**config.mk**
```make
export PLATFORM = sky130hd
export DESIGN_NAME = lbwc_lane
export DESIGN_NICKNAME = d
export VERILOG_FILES = /design/src/rtl/lbwc_pkg.sv /design/src/rtl/lbwc_lane.sv
export SDC_FILE = /design/constraint.sdc
export NUM_CORES = 2
export LEC_CHECK = 0
export BUFFER_PORTS_ARGS = -buffer_cell sky130_fd_sc_hd__buf_2
export CAP_MARGIN = 20
export CORE_ASPECT_RATIO = 2
export CORE_MARGIN = 3
export CORE_UTILIZATION = 59
export CTS_CLUSTER_DIAMETER = 100
export CTS_CLUSTER_SIZE = 40
export DETAILED_ROUTE_END_ITERATION = 10
export GPL_ROUTABILITY_DRIVEN = 0
export HOLD_SLACK_MARGIN = 0.02
export PLACE_DENSITY = 0.8
export SLEW_MARGIN = 5
export SYNTH_ARGS = -nofsm -noshare
export SYNTH_HDL_FRONTEND = slang
export SYNTH_SLANG_ARGS = --single-unit
```
**constraint.sdc**
```tcl
create_clock -name clk -period 6.55 [get_ports clk]
set_input_delay 0.3275 -clock clk [delete_from_list [all_inputs] [get_ports clk]]
set_output_delay 0.3275 -clock clk [all_outputs]
set_load 0.01 [all_outputs]
```
**src/rtl/lbwc_pkg.sv**
```systemverilog
// Shared widths, types and constants of the D2Q5 wave collision core.
package lbwc_pkg;

  localparam int NumLanes  = 5;
  localparam int PopW      = 24;
  localparam int SpeedW    = 16;
  localparam int RateW     = 16;
  localparam int RhoW      = 27;
  localparam int JW        = 25;
  localparam int CoefW     = 19;
  localparam int EqW       = 48;
  localparam int SplitW    = 24;
  localparam int LoW       = SplitW + RateW;
  localparam int HiW       = (EqW - SplitW) + RateW + 1;
  localparam int TotW      = 64;
  localparam int QShift    = 31;
  localparam int NumStages = 7;

  typedef logic signed [PopW-1:0] pop_t;
  typedef logic signed [EqW-1:0]  eq_t;
  typedef logic [RateW-1:0]       rate_t;
  typedef logic [SpeedW-1:0]      speed_t;

  localparam pop_t  PopMax     = 24'sh7FFFFF;
  localparam pop_t  PopMin     = 24'sh800000;
  localparam rate_t RelaxReset = 16'd32768;

endpackage

```
**src/rtl/lbwc_lane.sv**
```systemverilog
// One relaxation lane: difference, split multiply by the rate, rounding and saturation.
module lbwc_lane (
  input  logic            clk,
  input  logic [3:0]      en,
  input  lbwc_pkg::eq_t   eq_base,
  input  lbwc_pkg::eq_t   eq_add,
  input  lbwc_pkg::pop_t  pop,
  input  lbwc_pkg::rate_t rate,
  output lbwc_pkg::pop_t  new_pop,
  output logic            sat
);
  import lbwc_pkg::*;

  eq_t                    diff;
  pop_t                   f_a, f_b;
  logic [LoW-1:0]         lo;
  logic signed [HiW-1:0]  hi;
  logic signed [TotW-1:0] total;

  logic signed [TotW-1:0] total_next;
  logic                   in_range;

  always_ff @(posedge clk) begin
    if (en[0]) begin
      diff <= eq_base + eq_add - EqW'($signed({pop, 17'd0}));
      f_a  <= pop;
    end
  end

  // The difference is split in two halves so each product stays near 24 by 17 bits.
  always_ff @(posedge clk) begin
    if (en[1]) begin
      lo  <= diff[SplitW-1:0] * rate;
      hi  <= $signed(diff[EqW-1:SplitW]) * $signed({1'b0, rate});
      f_b <= f_a;
    end
  end

  // f << 31 plus the rounding half; its low bits are zero so the half is just a set bit.
  always_comb begin
    total_next = $signed({hi[TotW-SplitW-1:0], {SplitW{1'b0}}})
               + $signed({{(TotW-LoW){1'b0}}, lo})
               + $signed({{(TotW-PopW-QShift){f_b[PopW-1]}}, f_b, 1'b1, {(QShift-1){1'b0}}});
  end

  always_ff @(posedge clk) begin
    if (en[2]) begin
      total <= total_next;
    end
  end

  // The shifted value fits when every bit above the result's sign bit matches it.
  assign in_range = (&total[TotW-1:QShift+PopW-1]) || !(|total[TotW-1:QShift+PopW-1]);

  always_ff @(posedge clk) begin
    if (en[3]) begin
      if (in_range) begin
        new_pop <= total[QShift+PopW-1:QShift];
      end else begin
        new_pop <= total[TotW-1] ? PopMin : PopMax;
      end
      sat <= !in_range;
    end
  end

endmodule

```
======== Word level (Yosys, flattened, before mapping) ========
Cells that the tools add are included.
storage, ports and cells
  output and inout bits ................... 25
  input bits .............................. 141
  register bits after elaboration ......... 265
operators by class
  muxes and demuxes ....................... 2
  $add $sub $neg .......................... 4
  $mul .................................... 2
  reductions and logical operators ........ 5
operators with widths
  kind                          count
  adder 64 x 41 -> 64 bit       1
  adder 64 x 55 -> 64 bit       1
  adder 48 bit                  1
  two-way mux 24 bit            2
  subtractor 48 x 41 -> 48 bit  1
  multiplier 24 x 16 -> 40 bit  1
  multiplier 24 x 17 -> 40 bit  1
  AND reduction 10 bit          1
  OR reduction 10 bit           1
  logical NOT 1 bit             2
  logical OR 1 bit              1

======== Depth between registers and ports, before layout ========
  word-level depth ........................ 4
  gate-level depth with buffers ........... 26

======== Worst setup path before layout ========
OpenSTA, ideal clock, no wires.
  path type ............................... input to register
  start ................................... input rate[8]
  end ..................................... register hi[37] (data pin)
  data required time ...................... 6.292 ns
  data arrival time ....................... 6.340 ns
  stages .................................. 25
  setup slack ............................. -0.048 ns
  path through ............................ clkbuf_1 -> clkbuf_1 -> nand2_1 -> fa_1 -> inv_1 -> fa_1 -> inv_1 -> fa_1 -> inv_1 -> fa_1 -> fa_1 -> inv_1 -> fa_1 -> inv_1 -> ha_1 -> and4_1 -> a221o_1 -> a31o_1 -> o31a_1 -> a41oi_1 -> a311oi_1 -> nor3_1 -> o21bai_1 -> a21oi_1 -> xnor2_1
between the ends
  cells in the longest elaborated chain, start to end .. 1
ends and longest elaborated chain
  what                          line             text
  start: declaration            lbwc_lane.sv:8   input lbwc_pkg::rate_t rate,
  multiplier 24 x 17 -> 40 bit  lbwc_lane.sv:34  hi <= $signed(diff[EqW-1:SplitW]) * $signed({1'b0, rate});
  end signal: assignment        lbwc_lane.sv:34
  end: declaration              lbwc_lane.sv:17  logic signed [HiW-1:0] hi;
No other way between the ends.
A chain may end at the register's enable or synchronous reset.

======== Worst setup path in the final report ========
  start ................................... register diff[13]
  end ..................................... register lo[39] (data pin)
between the ends
  cells in the longest elaborated chain, start to end .. 1
ends and longest elaborated chain
  what                          line             text
  start: declaration            lbwc_lane.sv:14  eq_t diff;
  start signal: assignment      lbwc_lane.sv:25  diff <= eq_base + eq_add - EqW'($signed({pop, 17'd0}));
  multiplier 24 x 16 -> 40 bit  lbwc_lane.sv:33  lo <= diff[SplitW-1:0] * rate;
  end signal: assignment        lbwc_lane.sv:33
  end: declaration              lbwc_lane.sv:16  logic [LoW-1:0] lo;
No other way between the ends.

==> impl_metrics.yaml <==
run_status:
  status: "complete, but fails checks"
  violations: "negative setup slack"
sta:
  worstMarginPinSlew_ns: 1.165
  hold_violations: 0
  timing.final.ws_setup_ns: -0.1016
  hold_ws_ns: 0.02769
  fin_setup_tns_ns: -0.1655
  timing.final.crit_share_pct: 101.6
  setup_viol: 4
  rsz0062_at_grt: "true"
  maxSlewViolCount: 0
  slew_headroom_pct: 21.11
  max_freq_mhz: 150.3
  fin_crit_ns: 6.652
  fin_worst_skew_ns: 0.04375
worst_setup_path:
  path_class: "reg -> reg"
  start_kind: "flip-flop"
  setup.worst_path.end_class: "flip-flop"
  cp.required_ns: 6.81
  arrival_ns: 6.91
  cp_max_fo: 3
clocking:
  worst_skew_pair.late_latency_ns: 0.53
  cts_root_buf: "clkbuf_16"
  clk_pin_slew_ns: 0.14
  cts_max_path_buffers: 3
  cts.sinks: 210
  cts_tree: "done"
  cts_max_level: 1
  cts_buffers: 10
drt:
  vias_per_cell: 5.665
  drtPass1Iterations: 8
  drc: 0
  ant_nets: 0
  drt_iter0_drc: 1925
  wl_mm: 100.6
  vias: 28690
  wire_per_inst_um: 19.87
floorplan:
  fp.dieW_um: 184.2
  dieHeight_um: 362.4
  start_util_pct: 59.69
  floorplan.rows: 130
  io_pins: 166
  core_area_um2: 62790
  die_area_um2: 66760
synth:
  post-synth-top-count-cell: "inv_1"
  synth-edff-count: 210
  syn_inst: 3919
  ys_ff_latch: 210
  ys_top_cells_by_area: "fa_1 38%, edfxtp_1 17%, ha_1 11%"
  syn-num-nets: 5112
  ys_warn_count: 0
  avgSynthCellArea_um2: 9.562
  postSynth.asyncResetShare_pct: 0
  synth_top_area_cell: "fa_1"
  synth_common_cells: "1039 x inv_1, 716 x fa_1, 520 x nand2_1, 336 x ha_1, 296 x and2_1"
  synth_ff_type: "edfxtp_1"
  ys_seq_area_share_pct: 16.83
  synth_top_area_share_pct: 38.25
  synth.distinct_cells: 64
  synth_area_um2: 37470
global_routing:
  grt_pass1_wl_mm: 158.4
  first_global_vias: 32040
  grt_overflow_total: 0
  antenna_found_initial: 2
  gr-usage-all-layers_pct: 30.47
  grt_max_degree: 50
cells_and_area:
  antennaDiodeCount: 0
  layout.nets: 5463
  drive_gt1_share_pct: 13.48
  stdcell_area_um2: 42430
  syn2layout_area_growth_pct: 13.24
  nFillCells: 4595
placement:
  dpl.hpwl_mm: 81.98
  numPortBuffers: 165
  placed_cell_area_um2: 41060
  dp_slack_ns: -0.4008
run:
  cap_violations: 0
min_path:
  min_path_type: "in -> reg"
[critical path, cell delays in order (launching register included)]
cell,delay [ns]
edfxtp_1,0.37
buf_6,0.13
buf_6,0.09
nand2_2,0.06
fa_1,0.55
inv_1,0.08
fa_1,0.56
inv_1,0.06
fa_2,0.52
inv_1,0.06
fa_2,0.39
fa_1,0.52
inv_1,0.07
fa_1,0.53
inv_1,0.08
ha_4,0.23
a21o_1,0.19
a21o_1,0.18
a21o_1,0.23
a21oi_4,0.18
o311ai_4,0.14
a2111oi_4,0.29
buf_4,0.20
o311ai_4,0.09
and3_4,0.20
o21a_1,0.18
nor2_1,0.14
xnor2_1,0.10
[path summary, 6_finish.rpt]
kind                                          from                end  slack [ns]  cells after the start
worst max-delay path            diff[13]$_DFFE_PP_   lo[39]$_DFFE_PP_       -0.10                     27
worst min-delay path                       pop[16]  f_a[16]$_DFFE_PP_        0.03                      1
worst max register to register  diff[13]$_DFFE_PP_   lo[39]$_DFFE_PP_       -0.10                     27
worst min register to register    f_a[5]$_DFFE_PP_   f_b[5]$_DFFE_PP_        0.44                      0
[registers in the layout (all words and copies together) (netlist names)]
signal and count:
new_pop 24, lo 16, sat 1, f_b 24, f_a 24, hi 40
diff 48, total 33
[metal layers]
metal / wire, um / share of wire (%) / vias up / GRT usage (%)
met1: 31730 / 32 / 14240 / 31.94
met3: 6756 / 6.7 / 585 / 3.949
met2: 52570 / 52 / 1447 / 55.35
li1: - / - / 12410 / -
met4: 9563 / 9.5 / 4 / 21.77
met5: 15 / 0.015 / - / 0
[cells by family after synthesis]
kind of cell               share of synthesized area (%)
AOI/OAI and AO/OA                                  6.200
xor gates and xnor gates                           3.038
adders and majority gates                          49.47
buffers and inverters                              11.78
DFF                                                16.83
muxes                                            0.02671
and+or+nand+nor                                    12.66
[cell type report]
class | count | area, um^2 | area share (%)
clock buffers | 11 | 275.3 | 0.6487
clock inverters | 3 | 57.56 | 0.1356
inverters | 1039 | 3900 | 9.191
multi-input cells | 2533 | 27280 | 64.29
flip-flops and latches | 210 | 6306 | 14.86
well taps | 792 | 991.0 | 2.335
repair buffers | 476 | 3622 | 8.536
[through the flow]
step,utilization (%),instances
after global placement,65.40,5004
after CTS,66.76,5048
after floorplan,-,3919
final,67.58,5064
after global routing,67.58,5064
after detailed placement,65.40,5004
[timing repair]
item,in CTS,in global routing
hold endpoints to repair,16,0
setup endpoints to repair,23,27
hold buffers,16,0
gates resized for setup,49,79
buffers inserted,15,19
pin swaps,40,72
[cells in the final DEF (no fill, tap or decap), drive strengths merged, types with 26 or more instances in the layout]
cell	count
fa	716
inv	1040
and2	296
a21oi	94
xnor2	94
ha	336
o21ai	74
xor2	36
nand2	520
nor2	67
o21a	26
a21o	69
edfxtp	210
buf	460
Power is not shown: default switching activity piles up to over one toggle a cycle in this logic, so the estimate is an artifact.
