## src/rtl/lbwc_pkg.sv

```systemverilog
// Shared widths, types and constants of the D2Q5 wave collision core.
package lbwc_pkg;

  localparam int NumLanes  = 5;
  localparam int PopW      = 24;
  localparam int SpeedW    = 16;
  localparam int RateW     = 16;
  localparam int RhoW      = 27;
  localparam int JW        = 25;
  localparam int CoefW     = 19;
  localparam int EqW       = 48;
  localparam int SplitW    = 24;
  localparam int LoW       = SplitW + RateW;
  localparam int HiW       = (EqW - SplitW) + RateW + 1;
  localparam int TotW      = 64;
  localparam int QShift    = 31;
  localparam int NumStages = 7;

  typedef logic signed [PopW-1:0] pop_t;
  typedef logic signed [EqW-1:0]  eq_t;
  typedef logic [RateW-1:0]       rate_t;
  typedef logic [SpeedW-1:0]      speed_t;

  localparam pop_t  PopMax     = 24'sh7FFFFF;
  localparam pop_t  PopMin     = 24'sh800000;
  localparam rate_t RelaxReset = 16'd32768;

endpackage

```

## src/rtl/lbwc_moments.sv

```systemverilog
// Shared front stages: density, momenta and the equilibrium terms for all lanes.
module lbwc_moments (
  input  logic               clk,
  input  logic [1:0]         en,
  input  lbwc_pkg::pop_t     pop_in  [lbwc_pkg::NumLanes],
  input  lbwc_pkg::speed_t   speed_sq,
  output lbwc_pkg::eq_t      eq_base [lbwc_pkg::NumLanes],
  output lbwc_pkg::eq_t      eq_add  [lbwc_pkg::NumLanes],
  output lbwc_pkg::pop_t     pop_out [lbwc_pkg::NumLanes]
);
  import lbwc_pkg::*;

  // First stage: exact sums.
  pop_t                    f1 [NumLanes];
  logic signed [RhoW-1:0]  rho1;
  logic signed [JW-1:0]    jx1;
  logic signed [JW-1:0]    jy1;
  speed_t                  c2_1;
  logic signed [CoefW-1:0] coef1;

  logic signed [RhoW-1:0]  rho_next;
  logic signed [CoefW-1:0] coef_next;

  // Second stage: products and signed momentum terms.
  pop_t f2 [NumLanes];
  eq_t  rest2;
  eq_t  base;
  eq_t  jxp, jxn, jyp, jyn;

  logic signed [RhoW+CoefW-1:0]  rest2_p;
  logic signed [RhoW+SpeedW:0]   base_p;
  eq_t                           jx16, jy16;

  always_comb begin
    rho_next = RhoW'(pop_in[0]) + RhoW'(pop_in[1]) + RhoW'(pop_in[2])
             + RhoW'(pop_in[3]) + RhoW'(pop_in[4]);
    // 2 * (1 - 2*c2) in Q.16, so that rest2 lands in units of 2^-17.
    coef_next = 19'sd131072 - $signed({1'b0, speed_sq, 2'b00});
  end

  always_ff @(posedge clk) begin
    if (en[0]) begin
      f1    <= pop_in;
      rho1  <= rho_next;
      jx1   <= JW'(pop_in[1]) - JW'(pop_in[3]);
      jy1   <= JW'(pop_in[2]) - JW'(pop_in[4]);
      c2_1  <= speed_sq;
      coef1 <= coef_next;
    end
  end

  always_comb begin
    rest2_p = rho1 * coef1;
    base_p  = rho1 * $signed({1'b0, c2_1});
    jx16    = EqW'($signed({jx1, 16'd0}));
    jy16    = EqW'($signed({jy1, 16'd0}));
  end

  always_ff @(posedge clk) begin
    if (en[1]) begin
      f2    <= f1;
      rest2 <= EqW'(rest2_p);
      base  <= EqW'(base_p);
      jxp   <= jx16;
      jxn   <= -jx16;
      jyp   <= jy16;
      jyn   <= -jy16;
    end
  end

  assign pop_out = f2;

  assign eq_base[0] = rest2;
  assign eq_add[0]  = '0;
  assign eq_base[1] = base;
  assign eq_add[1]  = jxp;
  assign eq_base[2] = base;
  assign eq_add[2]  = jyp;
  assign eq_base[3] = base;
  assign eq_add[3]  = jxn;
  assign eq_base[4] = base;
  assign eq_add[4]  = jyn;

endmodule

```

## config.mk

```make
export PLATFORM = sky130hd
export DESIGN_NAME = lbwc_moments
export DESIGN_NICKNAME = d
export VERILOG_FILES = /design/src/rtl/lbwc_pkg.sv /design/src/rtl/lbwc_moments.sv
export SDC_FILE = /design/constraint.sdc
export NUM_CORES = 2
export LEC_CHECK = 0
export BUFFER_PORTS_ARGS = -buffer_cell sky130_fd_sc_hd__buf_2
export CORE_ASPECT_RATIO = 1.1
export CORE_MARGIN = 2
export CORE_UTILIZATION = 60
export CTS_CLUSTER_SIZE = 16
export DETAILED_ROUTE_END_ITERATION = 8
export PLACE_DENSITY = 0.82
export SLEW_MARGIN = 20
export SYNTH_ARGS = -nofsm -noshare
export SYNTH_HDL_FRONTEND = slang
export SYNTH_SLANG_ARGS = --single-unit
```

## constraint.sdc

```tcl
create_clock -name clk -period 10.5 [get_ports clk]
set_input_delay 2.1 -clock clk [delete_from_list [all_inputs] [get_ports clk]]
set_output_delay 2.1 -clock clk [all_outputs]
set_load 0.005 [all_outputs]
```

== Word-level counts from Yosys, hierarchy flattened ==
Index checks and enable logic that the tools add are counted.
Storage, ports and cells
  word-level logic and storage cells: 32
  register bits after elaboration: 588
Operators by class
  multipliers: 2
  $add $sub $neg: 9
Operators by type and width (number)
  $neg A41 Y48: 2
  $sub A24 B24 Y25: 2
  $mul A27 B19 Y46: 1
  $mul A27 B17 Y44: 1
  $add A26 B24 Y27: 1
  $add A27 B24 Y27: 1
  $add A25 B24 Y26: 1
  $add A24 B24 Y25: 1
  $sub A18 B18 Y19 const A: 1

== Depth between registers and ports, before layout ==
  word-level depth: 4
  gate-level depth with buffers: 28
  gate-level depth less buffers: 25

== Worst setup path after synthesis ==
Ideal clock, no wire load.
  path type: reg2reg
  from: register coef1[5]
  to: register rest2[39], data pin
  library setup time: 130 ps
  stages on the path, launching flop included: 24
  arrival: 6638 ps
  path slack: 3732 ps
  clock period less this slack: 6768 ps
  cells stage by stage: edfxtp_1 -> clkbuf_1 -> and2_1 -> fa_1 -> inv_1 -> fa_1 -> fa_1 -> fa_1 -> inv_1 -> fa_1 -> inv_1 -> fa_1 -> inv_1 -> ha_1 -> ha_1 -> a2111oi_0 -> o21ai_0 -> a31oi_1 -> o211a_1 -> o21ai_0 -> a221oi_1 -> o21bai_1 -> a221oi_1 -> o22a_1
Between the ends
  longest elaborated chain between the ends: 1
RTL lines
  start, declared: line lbwc_moments.sv:19  | logic signed [CoefW-1:0] coef1;
  start signal, assigned: line lbwc_moments.sv:48  | coef1 <= coef_next;
  $mul A27 B19 Y46: line lbwc_moments.sv:53  | rest2_p = rho1 * coef1;
  net rest2_p[39]: line lbwc_moments.sv:30  | logic signed [RhoW+CoefW-1:0] rest2_p;
  end signal, assigned: line lbwc_moments.sv:62  | rest2 <= EqW'(rest2_p);
  end, declared: line lbwc_moments.sv:26  | eq_t rest2;
The timed path passes the listed nets, and every way through them passes these cells.
A chain may end at the register's enable or synchronous reset.

== Worst setup path in the final report ==
  from: register rho1[9]
  to: register rest2[39], data pin
Between the ends
  longest elaborated chain between the ends: 1
RTL lines
  start, declared: line lbwc_moments.sv:15  | logic signed [RhoW-1:0] rho1;
  start signal, assigned: line lbwc_moments.sv:44  | rho1 <= rho_next;
  $mul A27 B19 Y46: line lbwc_moments.sv:53
  net rest2_p[39]: line lbwc_moments.sv:30
The timed path passes the listed nets, and every way through them passes these cells.

==> results.txt <==
The buffer levels on the longest clock path is 3. The initial antenna violation count came out at 23. The sequential share of the synthesized area came out at between 20% and 30%.

At the later pin of the worst-skew pair, clock insertion delay measures a little over 0.7 ns. The area overhead of the layout relative to synthesis came out at 8.27%. In this design, the critical path's most frequently occurring cell is sky130_fd_sc_hd__fa_1. Setup violations remaining at the end of the flow were counted as 0. The area of the mapped netlist came out at 57300 um2.

The placeable core area came out at ~94000 um2. Setup repair after global routing left no endpoint under its margin. Of all nets on the critical path, the largest fanout is 17. In the final routed layout, each cell accounts on average for ~20 um. In the global route stage, overall resource usage came out at 29.3%. The footprint of the multi-input gates is around 34000 um2. The worst path meets setup with roughly 2.3 ns of slack. The vertical die dimension came out at about 330 um. The largest net degree at the start of global routing is ~160.

The path type of the worst setup path is reg -> reg. The die boundary width is 299 um. Prior to clock tree synthesis, the placed netlist has a worst setup slack of ~2.4 ns.

Counting the buffers created by CTS gives between 50 and 60. The cell sitting at the root of the clock tree is a sky130_fd_sc_hd__clkbuf_16. The total wire length after detailed routing came out at about 140 mm. The half-perimeter wire length after placement is around 110 mm.

The max-capacitance violation count came out at 0. The count of final hold-check violations came out at 0. TritonCTS built the clock tree.

The number of vias per cell after detailed routing is around 5.5. The fill cell total of the finished layout is slightly above 7000. The via count of the first global-routing pass is 41100. Data arrives at the worst endpoint at just under 9 ns. The total setup buffers inserted after CTS is 0. By area the synthesized netlist is led by sky130_fd_sc_hd__fa_1 33%, sky130_fd_sc_hd__edfxtp_1 29%, sky130_fd_sc_hd__ha_1 7.8%. Leaving out fill and tap cells, the most frequent cell in the layout is sky130_fd_sc_hd__inv_1. The number of cells produced by synthesis is approximately 5300. The slew at the pin closest to its max-slew limit came out at about 1.1 ns. The quantity of hold-fixing buffers added after cts is 0. Yosys printed 0 warnings. In this run, synthesis inferred about 550 flip-flops with an integrated enable. The share of cells above drive strength 1 came out at approximately 14%. The signal on the critical path passes through buf_4 > and2_1 > fa_1 > inv_1 > fa_1 > fa_1 > fa_1 > inv_1 > fa_1 > inv_1 > fa_1 > inv_1 > ha_1 > ha_1 > a2111oi_0 > o21ai_0 > a31oi_1 > o211a_1 > o21ai_0 > a221oi_1 > o21bai_1 > a221oi_1 > o22a_1. The total I/O pin count came out at approximately 740. For the final database, setup skew stands at a little over 0.08 ns. The initial utilization of the core area, before any placement, comes to around three fifths. The cell row count is roughly 120.

STA classifies the critical path endpoint as a flop. In this run, post-CTS repair resized a total of 0 instances. The fraction of synthesis flops using an asynchronous set or reset pin is 0%.

The minimum clock period after layout is roughly 8.2 ns. The worst setup path is launched from a flop. The average instance area after synthesis came out at 10.7 um2. The number of DRC markers in iteration 0 came out at approximately 2500. The detailed-route DRC error count is 0. Buffers placed on the I/O ports in this run total roughly 620.

The total grt overflow came out at 0. The final setup TNS came out at 0 ns. The biggest area contributor in the post-synthesis netlist is sky130_fd_sc_hd__fa_1. The number of vias in the routed layout came out at roughly 39000.

The final weighted congestion in routability-driven placement came out at 0.901. The worst hold path belongs to the class reg -> reg. The area share of the largest cell type after synthesis is approximately a third. The clock transition time at the flip-flop clock pins of the worst setup and hold paths came out at about 0.07 ns. The highest cell delay on the worst timing path is 0.82 ns. The number of nets in the final layout came out at about 7000.

The remaining antenna violation count after routing is 0. The first-pass iteration count of the detailed router is 6. The count of H-tree levels built during CTS is 2.

The post-route fraction of the period consumed by the critical path is about four fifths. For this run, the top clock speed supported by timing is ~120 MHz. Counting distinct cell types in the post-synthesis netlist gives 66. Data on the critical path is required at its endpoint by roughly 11 ns. For this run, the leading register cell type out of synthesis is sky130_fd_sc_hd__edfxtp_1.

The register area is 16500 um2. The worst pin sits at a relative slew slack of a little under a quarter. In the layout the commonest cells are 1170 x sky130_fd_sc_hd__inv_1, 940 x sky130_fd_sc_hd__fa_1, 622 x sky130_fd_sc_hd__buf_2. The number of slew-limit violations in the final report came out at 0. Counting flops and latches in the post-synthesis netlist gives approximately 550. The share of the core filled with cells in the final layout is around two thirds. The slowest stage cell on the critical path is sky130_fd_sc_hd__a221oi_1. The run finished with clean final reports. The TritonCTS sink count is roughly 550. The first global-routing pass estimated roughly 220 mm of wire. The die area came out at ~100000 um2.
synth_stat cells, drive strengths merged, types with 16 or more instances:
cell    instances
buf           287
nor4           16
fa            940
nor3           44
xnor2         145
nor2b          23
a21o           57
xor2           48
clkbuf        172
nand2b         16
nor2          144
a21oi         123
and2          326
nand3          34
or3            18
o21ai          66
ha            358
edfxtp        548
inv          1170
a31oi          16
nand2         608
o21a           33
kinds of logic after synthesis:
family | share of synthesized area (%)
AOI/OAI and AO/OA | 4.48
buffers and inverters | 12.5
xor gates and xnor gates | 2.95
muxes | 0.0524
and+or+nand+nor | 10.6
other | 0.00654
DFF | 28.7
adders and majority gates | 40.6
flip-flops by register name, indices dropped and copies added, names as in the netlist:
| signal | cells |
|---|---|
| jxp | 24 |
| jxn | 32 |
| jyp | 24 |
| rho1 | 27 |
| jyn | 32 |
| base | 43 |
| c2_1 | 16 |
| rest2 | 44 |
| coef1 | 16 |
| pop_out | 120 |
| jx1 | 25 |
| jy1 | 25 |
| f1 | 120 |
layer usage:
metal / track usage, % / share of wire [%] / up-vias / routed length, um
met5: 0 / 0.016 / - / 23
met4: 18.7 / 7.1 / 4 / 9950
met3: 5.19 / 7.3 / 484 / 10300
met2: 51.5 / 52 / 1737 / 72900
met1: 33.1 / 34 / 19500 / 47800
li1: - / - / 16900 / -
critical path: cells and delay by family, from the launching register on:
| kind | cells | cell delay (ns) |
|---|---|---|
| buffers and inverters | 5 | 0.52 |
| and+or+nand+nor | 1 | 0.19 |
| adders and majority gates | 8 | 3.63 |
| AOI/OAI and AO/OA | 9 | 3.07 |
| DFF | 1 | 0.67 |
final timing paths:
| kind | startpoint | end | slack (ns) | cells past startpoint |
|---|---|---|---|---|
| hold reg to reg | f1[25]$_DFFE_PP_ | pop_out[25]$_DFFE_PP_ | 0.41 | 0 |
| setup / recovery | rho1[9]$_DFFE_PP_ | rest2[39]$_DFFE_PP_ | 2.29 | 23 |
| hold / removal | f1[25]$_DFFE_PP_ | pop_out[25]$_DFFE_PP_ | 0.41 | 0 |
| setup reg to reg | rho1[9]$_DFFE_PP_ | rest2[39]$_DFFE_PP_ | 2.29 | 23 |
final cells by class:
class / count / share of cell area, %
antenna: 16 / 0.0645
multi-input combinational: 3280 / 55.0
timing repair buffer: 669 / 5.64
tap: 1260 / 2.54
sequential: 548 / 26.5
clock inverter: 46 / 0.825
clock buffer: 61 / 2.36
inverter: 1170 / 7.08
through the flow:
step / instances / hold WS [ns] / instance area [um2]
after global routing: 7047 / 0.406 / 62000
after detailed placement: 6926 / 0.405 / 60000
after floorplan: 5457 / 0.400 / 57700
final: 7050 / 0.409 / 62100
after CTS: 7033 / 0.396 / 62000
after global placement: 6926 / 0.400 / 60000
Power is left out: the tool's default activity adds up to more than one toggle a clock period on the data nets, which glitch-free logic cannot reach.
